--- config.mk ---
export PLATFORM = sky130hd
export DESIGN_NAME = round_robin_task_table_unit_flat
export DESIGN_NICKNAME = d
export VERILOG_FILES = /design/src/design/rrt_pkg.sv /design/src/design/rrt_req_if.sv /design/src/design/rrt_rsp_if.sv /design/src/design/rrt_ram.sv /design/src/design/round_robin_task_table_unit.sv /design/src/flat_wrapper.sv
export SDC_FILE = /design/constraint.sdc
export NUM_CORES = 1
export LEC_CHECK = 0
export BUFFER_PORTS_ARGS = -buffer_cell sky130_fd_sc_hd__buf_2
export CORE_MARGIN = 4
export CORE_UTILIZATION = 30
export CTS_CLUSTER_SIZE = 16
export DETAILED_ROUTE_END_ITERATION = 8
export GPL_TIMING_DRIVEN = 0
export HOLD_SLACK_MARGIN = 0.1
export PLACE_DENSITY_LB_ADDON = 0.2
export SLEW_MARGIN = 20
export SYNTH_ARGS = -nofsm -noshare
export SYNTH_HDL_FRONTEND = slang
export SYNTH_SLANG_ARGS = --single-unit
--- constraint.sdc ---
create_clock -name clk -period 5.3 [get_ports clk]
set_clock_uncertainty 0.15 [all_clocks]
set_input_delay 1.06 -clock clk [delete_from_list [all_inputs] [get_ports clk]]
set_output_delay 1.06 -clock clk [all_outputs]
set_load 0.02 [all_outputs]
--- src/design/rrt_pkg.sv ---
package rrt_pkg;

    localparam int OUT_W = 9;

    localparam logic [1:0] ACT_CREATE    = 2'd0;
    localparam logic [1:0] ACT_TERMINATE = 2'd1;
    localparam logic [1:0] ACT_YIELD     = 2'd2;

    localparam logic [1:0] SLOT_READY      = 2'd0;
    localparam logic [1:0] SLOT_RUNNING    = 2'd1;
    localparam logic [1:0] SLOT_TERMINATED = 2'd3;

    typedef enum logic [2:0] {
        ST_IDLE,
        ST_TERM_CHK,
        ST_SCAN,
        ST_SWAP_CHK,
        ST_SWAP_SET,
        ST_FINISH
    } state_t;

endpackage

--- src/design/rrt_req_if.sv ---
interface rrt_req_if;
    logic       valid;
    logic       ready;
    logic [1:0] action;
    logic [7:0] target_slot;

    modport source (output valid, output action, output target_slot, input ready);
    modport sink   (input valid, input action, input target_slot, output ready);
endinterface

--- src/design/rrt_rsp_if.sv ---
interface rrt_rsp_if;
    logic                     valid;
    logic                     ready;
    logic [rrt_pkg::OUT_W-1:0] new_task_id;
    logic [rrt_pkg::OUT_W-1:0] current_id;
    logic                     switched;
    logic [rrt_pkg::OUT_W-1:0] live_count;
    logic                     rejected;

    modport source (output valid, output new_task_id, output current_id, output switched,
                    output live_count, output rejected, input ready);
    modport sink   (input valid, input new_task_id, input current_id, input switched,
                    input live_count, input rejected, output ready);
endinterface

--- src/design/rrt_ram.sv ---
module rrt_ram #(
    parameter int WIDTH = 2,
    parameter int DEPTH = 256
) (
    input  logic                     clk,
    input  logic                     wr_en,
    input  logic [$clog2(DEPTH)-1:0] wr_addr,
    input  logic [WIDTH-1:0]         wr_data,
    input  logic [$clog2(DEPTH)-1:0] rd_addr,
    output logic [WIDTH-1:0]         rd_data
);

    logic [WIDTH-1:0] mem [DEPTH];
    logic [WIDTH-1:0] rd_data_reg;

    always_ff @(posedge clk)
    begin
        if (wr_en)
        begin
            mem[wr_addr] <= wr_data;
        end
        rd_data_reg <= mem[rd_addr];
    end

    assign rd_data = rd_data_reg;

endmodule

--- src/design/round_robin_task_table_unit.sv ---
// Round-robin task table. Each request creates a task, terminates a task or
// yields to the next ready task, and returns one response carrying the
// current task id and the live task count. Slot states sit in a single-port
// read, single-port write RAM and every lookup goes through its registered
// read port: terminate reads the slot state before it marks it terminated,
// and yield searches for a ready slot, reading one slot per cycle downward
// from just below the current slot (from the newest if none) round to it.
// A request is taken only while the unit is idle; a finished response waits
// in the output register and does not hold off the next request.
module round_robin_task_table_unit #(
    parameter int TASK_SLOTS = 256
) (
    input  logic         clk,
    input  logic         rst_n,
    rrt_req_if.sink      req,
    rrt_rsp_if.source    rsp
);

    localparam int IW = (TASK_SLOTS > 1) ? $clog2(TASK_SLOTS) : 1;
    localparam int CW = $clog2(TASK_SLOTS + 1);
    localparam int TW = (CW > 8) ? CW : 8;
    localparam int OW = rrt_pkg::OUT_W;

    rrt_pkg::state_t state_reg, state_next;

    logic [CW-1:0] slots_used_reg, slots_used_next;
    logic [CW-1:0] live_reg, live_next;
    logic [IW-1:0] current_reg, current_next;
    logic          present_reg, present_next;

    logic [IW-1:0] scan_idx_reg, scan_idx_next;
    logic [CW-1:0] scan_rem_reg, scan_rem_next;
    logic          chk_valid_reg, chk_valid_next;
    logic [IW-1:0] chk_idx_reg, chk_idx_next;
    logic [IW-1:0] pick_reg, pick_next;
    logic [IW-1:0] target_reg, target_next;

    logic [OW-1:0] res_new_id_reg, res_new_id_next;
    logic          res_switched_reg, res_switched_next;
    logic          res_rejected_reg, res_rejected_next;

    logic          out_valid_reg, out_valid_next;
    logic [OW-1:0] out_new_id_reg, out_new_id_next;
    logic [OW-1:0] out_current_reg, out_current_next;
    logic          out_switched_reg, out_switched_next;
    logic [OW-1:0] out_live_reg, out_live_next;
    logic          out_rejected_reg, out_rejected_next;

    logic          mem_we;
    logic [IW-1:0] mem_waddr;
    logic [1:0]    mem_wdata;
    logic [IW-1:0] mem_raddr;
    logic [1:0]    mem_rdata;

    logic [IW-1:0] last_idx;
    logic          accept;

    rrt_ram #(
        .WIDTH (2),
        .DEPTH (TASK_SLOTS)
    ) u_slot_ram (
        .clk     (clk),
        .wr_en   (mem_we),
        .wr_addr (mem_waddr),
        .wr_data (mem_wdata),
        .rd_addr (mem_raddr),
        .rd_data (mem_rdata)
    );

    assign last_idx  = IW'(slots_used_reg - CW'(1));
    assign req.ready = (state_reg == rrt_pkg::ST_IDLE);
    assign accept    = req.valid && req.ready;

    assign rsp.valid       = out_valid_reg;
    assign rsp.new_task_id = out_new_id_reg;
    assign rsp.current_id  = out_current_reg;
    assign rsp.switched    = out_switched_reg;
    assign rsp.live_count  = out_live_reg;
    assign rsp.rejected    = out_rejected_reg;

    always_ff @(posedge clk or negedge rst_n)
    begin
        if (!rst_n)
        begin
            state_reg      <= rrt_pkg::ST_IDLE;
            slots_used_reg <= '0;
            live_reg       <= '0;
            current_reg    <= '0;
            present_reg    <= 1'b0;
            chk_valid_reg  <= 1'b0;
            scan_rem_reg   <= '0;
            out_valid_reg  <= 1'b0;
        end
        else
        begin
            state_reg      <= state_next;
            slots_used_reg <= slots_used_next;
            live_reg       <= live_next;
            current_reg    <= current_next;
            present_reg    <= present_next;
            chk_valid_reg  <= chk_valid_next;
            scan_rem_reg   <= scan_rem_next;
            out_valid_reg  <= out_valid_next;
        end
    end

    always_ff @(posedge clk)
    begin
        scan_idx_reg     <= scan_idx_next;
        chk_idx_reg      <= chk_idx_next;
        pick_reg         <= pick_next;
        target_reg       <= target_next;
        res_new_id_reg   <= res_new_id_next;
        res_switched_reg <= res_switched_next;
        res_rejected_reg <= res_rejected_next;
        out_new_id_reg   <= out_new_id_next;
        out_current_reg  <= out_current_next;
        out_switched_reg <= out_switched_next;
        out_live_reg     <= out_live_next;
        out_rejected_reg <= out_rejected_next;
    end

    always_comb
    begin
        state_next        = state_reg;
        slots_used_next   = slots_used_reg;
        live_next         = live_reg;
        current_next      = current_reg;
        present_next      = present_reg;
        scan_idx_next     = scan_idx_reg;
        scan_rem_next     = scan_rem_reg;
        chk_valid_next    = 1'b0;
        chk_idx_next      = chk_idx_reg;
        pick_next         = pick_reg;
        target_next       = target_reg;
        res_new_id_next   = res_new_id_reg;
        res_switched_next = res_switched_reg;
        res_rejected_next = res_rejected_reg;
        out_valid_next    = out_valid_reg && !rsp.ready;
        out_new_id_next   = out_new_id_reg;
        out_current_next  = out_current_reg;
        out_switched_next = out_switched_reg;
        out_live_next     = out_live_reg;
        out_rejected_next = out_rejected_reg;
        mem_we            = 1'b0;
        mem_waddr         = '0;
        mem_wdata         = rrt_pkg::SLOT_READY;
        mem_raddr         = '0;

        case (state_reg)
            rrt_pkg::ST_IDLE:
            begin
                if (accept)
                begin
                    res_new_id_next   = '0;
                    res_switched_next = 1'b0;
                    res_rejected_next = 1'b0;
                    target_next       = IW'(req.target_slot);
                    state_next        = rrt_pkg::ST_FINISH;
                    case (req.action)
                        rrt_pkg::ACT_CREATE:
                        begin
                            if (slots_used_reg >= CW'(TASK_SLOTS))
                            begin
                                res_rejected_next = 1'b1;
                            end
                            else
                            begin
                                mem_we          = 1'b1;
                                mem_waddr       = IW'(slots_used_reg);
                                mem_wdata       = rrt_pkg::SLOT_READY;
                                slots_used_next = slots_used_reg + CW'(1);
                                live_next       = live_reg + CW'(1);
                                res_new_id_next = OW'(slots_used_reg + CW'(1));
                            end
                        end
                        rrt_pkg::ACT_TERMINATE:
                        begin
                            if (TW'(req.target_slot) >= TW'(slots_used_reg))
                            begin
                                res_rejected_next = 1'b1;
                            end
                            else
                            begin
                                mem_raddr  = IW'(req.target_slot);
                                state_next = rrt_pkg::ST_TERM_CHK;
                            end
                        end
                        rrt_pkg::ACT_YIELD:
                        begin
                            state_next = rrt_pkg::ST_SCAN;
                            if (!present_reg)
                            begin
                                scan_idx_next = last_idx;
                                scan_rem_next = slots_used_reg;
                            end
                            else if (CW'(current_reg) >= slots_used_reg
                                     || slots_used_reg <= CW'(1))
                            begin
                                scan_rem_next = '0;
                            end
                            else
                            begin
                                scan_idx_next = (current_reg == '0) ? last_idx
                                                : current_reg - IW'(1);
                                scan_rem_next = slots_used_reg - CW'(1);
                            end
                        end
                        default:
                        begin
                        end
                    endcase
                end
            end
            rrt_pkg::ST_TERM_CHK:
            begin
                if (mem_rdata != rrt_pkg::SLOT_TERMINATED && live_reg != '0)
                begin
                    live_next = live_reg - CW'(1);
                end
                mem_we     = 1'b1;
                mem_waddr  = target_reg;
                mem_wdata  = rrt_pkg::SLOT_TERMINATED;
                state_next = rrt_pkg::ST_FINISH;
            end
            rrt_pkg::ST_SCAN:
            begin
                if (chk_valid_reg && mem_rdata == rrt_pkg::SLOT_READY)
                begin
                    pick_next = chk_idx_reg;
                    if (present_reg)
                    begin
                        mem_raddr  = current_reg;
                        state_next = rrt_pkg::ST_SWAP_CHK;
                    end
                    else
                    begin
                        state_next = rrt_pkg::ST_SWAP_SET;
                    end
                end
                else if (scan_rem_reg != '0)
                begin
                    mem_raddr      = scan_idx_reg;
                    chk_valid_next = 1'b1;
                    chk_idx_next   = scan_idx_reg;
                    scan_rem_next  = scan_rem_reg - CW'(1);
                    scan_idx_next  = (scan_idx_reg == '0) ? last_idx
                                     : scan_idx_reg - IW'(1);
                end
                else if (!chk_valid_reg)
                begin
                    state_next = rrt_pkg::ST_FINISH;
                end
            end
            rrt_pkg::ST_SWAP_CHK:
            begin
                if (mem_rdata == rrt_pkg::SLOT_RUNNING)
                begin
                    mem_we    = 1'b1;
                    mem_waddr = current_reg;
                    mem_wdata = rrt_pkg::SLOT_READY;
                end
                state_next = rrt_pkg::ST_SWAP_SET;
            end
            rrt_pkg::ST_SWAP_SET:
            begin
                mem_we            = 1'b1;
                mem_waddr         = pick_reg;
                mem_wdata         = rrt_pkg::SLOT_RUNNING;
                current_next      = pick_reg;
                present_next      = 1'b1;
                res_switched_next = 1'b1;
                state_next        = rrt_pkg::ST_FINISH;
            end
            rrt_pkg::ST_FINISH:
            begin
                if (!out_valid_reg || rsp.ready)
                begin
                    out_valid_next    = 1'b1;
                    out_new_id_next   = res_new_id_reg;
                    out_current_next  = present_reg ? OW'(CW'(current_reg) + CW'(1)) : '0;
                    out_switched_next = res_switched_reg;
                    out_live_next     = OW'(live_reg);
                    out_rejected_next = res_rejected_reg;
                    state_next        = rrt_pkg::ST_IDLE;
                end
            end
            default:
            begin
                state_next = rrt_pkg::ST_IDLE;
            end
        endcase
    end

    a_live_within_used: assert property (@(posedge clk) disable iff (!rst_n)
        live_reg <= slots_used_reg)
        else $error("live count exceeds slots handed out");

    a_current_is_used: assert property (@(posedge clk) disable iff (!rst_n)
        present_reg |-> CW'(current_reg) < slots_used_reg)
        else $error("current task outside used slots");

    a_used_monotonic: assert property (@(posedge clk) disable iff (!rst_n)
        1'b1 |=> slots_used_reg >= $past(slots_used_reg))
        else $error("slot count went backwards");

    a_idle_write_is_create: assert property (@(posedge clk) disable iff (!rst_n)
        (state_reg == rrt_pkg::ST_IDLE && mem_we)
            |-> (accept && req.action == rrt_pkg::ACT_CREATE))
        else $error("slot table written while idle without create");

    a_switch_moves_current: assert property (@(posedge clk) disable iff (!rst_n)
        state_reg == rrt_pkg::ST_SWAP_SET |=> present_reg && res_switched_reg)
        else $error("task switch did not set current task");

endmodule
--- src/flat_wrapper.sv ---
// flat-port wrapper written by rule: the top's interface ports become plain ports
module round_robin_task_table_unit_flat 
#(
    parameter int TASK_SLOTS = 256
)
  (clk, rst_n, req_valid, req_action, req_target_slot, req_ready, rsp_valid, rsp_new_task_id, rsp_current_id, rsp_switched, rsp_live_count, rsp_rejected, rsp_ready);
  rrt_req_if req_i ();
  rrt_rsp_if rsp_i ();
  input  logic clk;
  input  logic rst_n;
  input wire logic [$bits(req_i.valid)-1:0] req_valid;
  input wire logic [$bits(req_i.action)-1:0] req_action;
  input wire logic [$bits(req_i.target_slot)-1:0] req_target_slot;
  output wire logic [$bits(req_i.ready)-1:0] req_ready;
  output wire logic [$bits(rsp_i.valid)-1:0] rsp_valid;
  output wire logic [$bits(rsp_i.new_task_id)-1:0] rsp_new_task_id;
  output wire logic [$bits(rsp_i.current_id)-1:0] rsp_current_id;
  output wire logic [$bits(rsp_i.switched)-1:0] rsp_switched;
  output wire logic [$bits(rsp_i.live_count)-1:0] rsp_live_count;
  output wire logic [$bits(rsp_i.rejected)-1:0] rsp_rejected;
  input wire logic [$bits(rsp_i.ready)-1:0] rsp_ready;
  assign req_i.valid = req_valid;
  assign req_i.action = req_action;
  assign req_i.target_slot = req_target_slot;
  assign req_ready = req_i.ready;
  assign rsp_valid = rsp_i.valid;
  assign rsp_new_task_id = rsp_i.new_task_id;
  assign rsp_current_id = rsp_i.current_id;
  assign rsp_switched = rsp_i.switched;
  assign rsp_live_count = rsp_i.live_count;
  assign rsp_rejected = rsp_i.rejected;
  assign rsp_i.ready = rsp_ready;
  round_robin_task_table_unit #(.TASK_SLOTS(TASK_SLOTS)) u_core (.clk(clk), .rst_n(rst_n), .req(req_i), .rsp(rsp_i));
endmodule
# Word-level counts from Yosys, hierarchy flattened
# Memories as Yosys holds them, arrays and structs flattened. A register that Yosys moved wholly into a read port is not among the register bits.
# Cells that the tools add are included.
word_totals:
  regBits: 113
  n_memories: 1
  mem_bits_rw: 512
  elab_cells: 146
  inputBits: 14
mem_list:
  columns: ["memory", "words", "width", "rd", "rd_clocked_by_memory_dff", "write_ports", "line", "text"]
  rows:
  - ["u_core.u_slot_ram.mem", 256, 2, 1, 1, 1, "rrt_ram.sv:13", "logic [WIDTH-1:0] mem [DEPTH];"]
op_classes:
  reduce_logical: 30
  n_bitwise: 3
  n_lt_le_gt_ge: 4
  n_eq_ne: 20
  n_mux: 60
  addsub: 8
op_table:
  columns: ["op", "n"]
  rows:
  - ["$mux W8", 18]
  - ["$mux W9", 10]
  - ["$pmux W9 S2", 2]
  - ["$pmux W8 S2", 2]
  - ["$pmux W8 S4", 1]
  - ["$sub A9 B1 Y9 const B", 3]
  - ["$mux W3", 7]
  - ["$add A9 B1 Y9 const B", 2]
  - ["$ge A8 B9 Y1", 2]
  - ["$reduce_bool A9 Y1", 2]
  - ["$logic_not A8 Y1", 2]
  - ["$sub A8 B1 Y8 const B", 2]
  - ["$pmux W3 S5", 1]
  - ["$mux W1", 14]
  - ["$ne A2 B2 Y1 const B", 6]
  - ["$reduce_and A5 Y1", 2]
  - ["$add A8 B1 Y9 const B", 1]
  - ["$ge A9 B9 Y1 const B", 1]
  - ["$le A9 B1 Y1 const B", 1]
  - ["$reduce_and A2 Y1", 4]
  - ["$reduce_and A4 Y1", 2]
  - ["$eq A3 B2 Y1 const B", 2]
  - ["$eq A3 B3 Y1 const B", 2]
  - ["$ne A2 B1 Y1 const B", 3]
  - ["19 further kinds", 33]

# Depth between registers and ports, before layout
logic_depth:
  depth_word: 7
  ltp_mapped: 18

# Modules after synthesis
# A second synthesis with hierarchy kept.
hier_totals:
  cells_unflattened: 1843
  hier_area_um2: 27772.9
by_module_without_submodules:
  columns: ["module", "cells_per_inst", "seq_area_each_um2", "area_per_inst_um2", "n_inst"]
  rows:
  - ["rrt_ram", 1242, 15414.8, 21381.8, 1]
  - ["round_robin_task_table_unit", 601, 3188.1, 6391.1, 1]

# Least setup slack after synthesis
# Ideal clock, no wire load.
synth_timing:
  path_kind: "register to register"
  startpoint: "register u_core.state_reg[2]"
  endpoint: "memory u_core.u_slot_ram.mem[80][0], enable pin"
  n_path_buf: 3
  required_time_ns: 4.841
  synth_period_minus_slack_ns: 4.626
  stages_incl_launch_ff: 10
  slack_ns: 0.674
  arrival_ns: 4.167
  path_cell_list: "dfrtp_1 -> clkbuf_1 -> nor2_1 -> nand2_1 -> inv_1 -> clkbuf_1 -> or2_2 -> o311ai_0 -> clkbuf_1 -> nor2_1"
synth_via:
  elab_chain_len: 6
synth_rtl:
  columns: ["item", "line", "text"]
  rows:
  - ["from (decl)", "round_robin_task_table_unit.sv:24", "rrt_pkg::state_t state_reg, state_next;"]
  - ["from (signal assigned)", "round_robin_task_table_unit.sv:85", "state_reg <= rrt_pkg::ST_IDLE;"]
  - ["from (signal assigned)", "round_robin_task_table_unit.sv:96", "state_reg <= state_next;"]
  - ["$logic_not A3 Y1", "round_robin_task_table_unit.sv:71, round_robin_task_table_unit.sv:150", null]
  - ["$logic_and A1 B1 Y1", "round_robin_task_table_unit.sv:72", "assign accept = req.valid && req.ready;"]
  - ["$mux W1", "round_robin_task_table_unit.sv:153", "if (accept)"]
  - ["$pmux W1 S3", "round_robin_task_table_unit.sv:150", "case (state_reg)"]
  - ["$mux W1", "rrt_ram.sv:18", "if (wr_en)"]
  - ["$mux W1 (not written as such)", "rrt_ram.sv:20", "mem[wr_addr] <= wr_data;"]
  - ["to (decl)", "rrt_ram.sv:13", null]
# Several ways; a longest one is shown, not always the timed one.

# Final worst setup path
layout_timing:
  startpoint: "register u_core.scan_rem_reg[0]"
  endpoint: "register u_core.u_slot_ram.rd_data_reg[1] (netlist: u_core.u_slot_ram.rd_data[1]) (read register of u_core.u_slot_ram.mem)"
layout_via:
  elab_chain_len: 4
layout_rtl:
  columns: ["item", "line", "text"]
  rows:
  - ["from (decl)", "round_robin_task_table_unit.sv:32", "logic [CW-1:0] scan_rem_reg, scan_rem_next;"]
  - ["from (signal assigned)", "round_robin_task_table_unit.sv:102", "scan_rem_reg <= scan_rem_next;"]
  - ["$reduce_bool A9 Y1", "round_robin_task_table_unit.sv:241", "else if (scan_rem_reg != '0)"]
  - ["$mux W8", "round_robin_task_table_unit.sv:241", null]
  - ["$mux W8", "round_robin_task_table_unit.sv:228", "if (chk_valid_reg && mem_rdata == rrt_pkg::SLOT_READY)"]
  - ["$pmux W8 S2", "round_robin_task_table_unit.sv:150", null]
  - ["to (decl)", "rrt_ram.sv:14", "logic [WIDTH-1:0] rd_data_reg;"]
# No other way between the ends.
# A chain may end at the register's enable or synchronous reset.

==> out/results.tsv <==
metric	value	unit
arrival	5.60	ns
fp.dieW	311.9	um
io_pins	45	
rsz0062_at_grt	true	
critPathMaxFanout	10	
synth_top_cell_area_share	0.6329	
pre_cts_ws	-1.715	ns
ys.flop_type	edfxtp_1	
synth_area	27710	um^2
grt_pass1_vias	20330	
cts_tree	done	
leakage	10.78	nW
critPathRequiredTime	5.63	ns
hpwlAfterDp	70490	um
ys_ff_latch	627	
avgSynthCellArea	11.89	um^2
status	finished, final reports clean	
start_util	0.3023	
fillers	9117	
routed_wl	106400	um
clock.fmax	0.1899	GHz
largest-register	u_core.u_slot_ram.mem	
port_buffers	44	
ys_async_sr_fraction	0.06539	
grt_usage	0.2135	
clk_pin_slew	0.06	ns
cp-start-kind	flip-flop	
synth_edf_count	584	
setup_viol	0	
numCtsBuffers	72	
rrSetupSlack	0.03	ns
synth_area_leaders	edfxtp_1 63%, nand2_1 6.2%, nor2_1 4.6%	
grt_pass1_wl	149700	um
hold_class	reg -> reg	
powerDensity	531.9	nW/um^2
path_class	reg -> reg	
design.die.area	97290	um^2
vias	20390	
drtIter0Drc	2749	
ir_drop	0.3610	mV
max_slew_margin	0.1559	
tns	0	ns
ff2ff_path_depth	15	
cp-end-kind	flip-flop	
layout_min_cycle_time	5.265	ns
cap_violations	0	
die_y	311.9	um
synth_warnings	0	
timing.final.ws_setup	0.03465	ns
synth_cells	2331	
finalHoldViolCount	0	
cts.path.max_buffers	3	
postCtsHoldBufs	0	
fp-row-count	111	
critPathCapture	u_core.u_slot_ram.rd_data[1]$_DFF_P_	
worst_pin_slew	1.266	ns
cp-startpoint	u_core.scan_rem_reg[0]$_DFFE_PN0P_	
drtPass1Iterations	8	
grt_max_degree	105	
antenna_found_initial	2	
yosysSeqAreaShare	0.6713	
ctsRootBufferMaster	clkbuf_16	
largest_reg_flops	512	
final_nets	2505	
period_share	0.9935	
syn-num-nets	2378	
place.gp.congestion	0.9133	
clk_latency	0.63	ns
synth.distinct_cells	78	
slew_viol_final	0	
drc	0	
yosysTopAreaCell	edfxtp_1	
wl_per_cell	28.74	um
utilization	0.3523	
r2r-end	u_core.u_slot_ram.rd_data[1]$_DFF_P_	
reg2reg_from	u_core.scan_rem_reg[0]$_DFFE_PN0P_	
viasPerCell	5.510	
htreeDepth	3	
syn_to_final_growth	16.53	%
grt_overflow	0	
coreArea	91660	um^2
cts.sinks	627	
drive_gt1_frac	0.1226	
antenna_left	0	
-- cell type report --
class / instances / area [um^2] / area share
inverter: 32 / 132.6 / 0.004107
clock buffer: 95 / 1898 / 0.05878
multi-input combinational: 1532 / 8519 / 0.2638
timing repair buffer: 59 / 471.7 / 0.01461
tap: 1186 / 1484 / 0.04596
antenna: 1 / 2.502 / 0.00007750
clock inverter: 34 / 360.3 / 0.01116
buffer: 134 / 815.8 / 0.02526
sequential: 627 / 18610 / 0.5762
-- cell families after synthesis --
kind of cell             share of synthesized area
buffers and inverters                      0.02795
AND/OR/NAND/NOR                             0.1607
flip-flops                                  0.6713
multiplexers                               0.02836
AO/OA/AOI/OAI                              0.08231
XOR/XNOR                                   0.01422
adder cells (fa/ha/maj)                    0.01517
-- power by group --
part	internal, W	switching, W	leakage [nW]
Combinational	0.00140	0.00394	3.87
Sequential	0.00670	0.000274	5.84
Clock	0.00279	0.00208	1.08
-- worst min path at each step --
stage               slack (ns)  cells after the start                       startpoint                      endpoint
CTS                       0.27                      0  u_core.chk_idx_reg[3]$_DFFE_PP_  u_core.pick_reg[3]$_DFFE_PP_
finish                    0.27                      0  u_core.chk_idx_reg[0]$_DFFE_PP_  u_core.pick_reg[0]$_DFFE_PP_
global route              0.28                      0  u_core.chk_idx_reg[0]$_DFFE_PP_  u_core.pick_reg[0]$_DFFE_PP_
global placement          0.25                      0  u_core.chk_idx_reg[2]$_DFFE_PP_  u_core.pick_reg[2]$_DFFE_PP_
floorplan                 0.25                      0  u_core.chk_idx_reg[0]$_DFFE_PP_  u_core.pick_reg[0]$_DFFE_PP_
detailed placement        0.26                      0  u_core.chk_idx_reg[3]$_DFFE_PP_  u_core.pick_reg[3]$_DFFE_PP_
-- placed cells by master, fill, tap and decap left out, types with 10 or more instances in the layout --
cell type    n
edfxtp_1   584
nand2_1    454
nor2_1     328
a21oi_1    100
nand3_1    100
clkbuf_16   72
clkbuf_1    70
mux2i_1     65
buf_2       55
dfrtp_1     39
and3_1      36
buf_4       34
xnor2_1     33
a31oi_1     32
ha_1        32
inv_1       28
o21ai_0     25
nor3_1      19
a21o_1      17
buf_6       16
clkbuf_4    16
o22ai_1     16
clkbuf_2    15
and2_1      14
a22oi_1     13
nand2b_1    12
xor2_1      12
mux2_2      12
nor4_1      11
a221oi_1    11
or3_1       11
o221ai_1    10
nor2_2      10
a32oi_1     10
a211oi_1    10
-- metal layers --
layer  global-route usage  share of wire
met5                    0              0
met3              0.04117          0.091
met4              0.09590          0.048
met2               0.3400           0.46
met1               0.2835           0.41
-- stage by stage --
step | area (um^2) | instances | hold slack, ns | total power (W)
floorplan | 27710 | 2331 | 0.2503 | 0.009899
global placement | 29410 | 3561 | 0.2524 | 0.01196
detailed placement | 29670 | 3571 | 0.2566 | 0.01222
CTS | 32160 | 3696 | 0.2718 | 0.01712
global route | 32290 | 3699 | 0.2766 | 0.01780
finish | 32290 | 3700 | 0.2704 | 0.01718
-- what timing repair did --
item	4_1_cts	5_1_grt
gates resized for setup	91	28
buffers inserted	2	3
pin swaps	3	3
endpoints found under the setup margin	2	2
-- synthesized netlist by cell type (all sizes together), types with 9 or more instances --
master     n
inv       30
a32oi     10
nor2     341
a22oi     13
a221oi    12
a31oi     35
clkbuf    77
mux2i     65
nor3      22
o21ai     29
buf       63
mux2      12
a21oi    103
and2      15
xor2      12
and3      36
edfxtp   584
o2111ai    9
nand3    100
ha        32
dfrtp     41
nor4      13
nand2b    12
o221ai    11
nand2    457
a21o      18
xnor2     33
or3       11
a211oi    11
o22ai     16
-- critical path, stage by stage, from the launching register on --
cell       delay [ns]
dfrtp_1          0.42
inv_1            0.08
ha_1             0.24
or4b_4           0.52
or4b_4           0.58
a32oi_1          0.37
o21a_1           0.24
buf_4            0.23
buf_4            0.26
buf_4            0.35
nand2_1          0.10
a21oi_1          0.15
nor4_1           0.11
a2111oi_2        0.53
o221ai_2         0.27
a311oi_4         0.49
No activity file was read; power rests on OpenSTA's default activity.
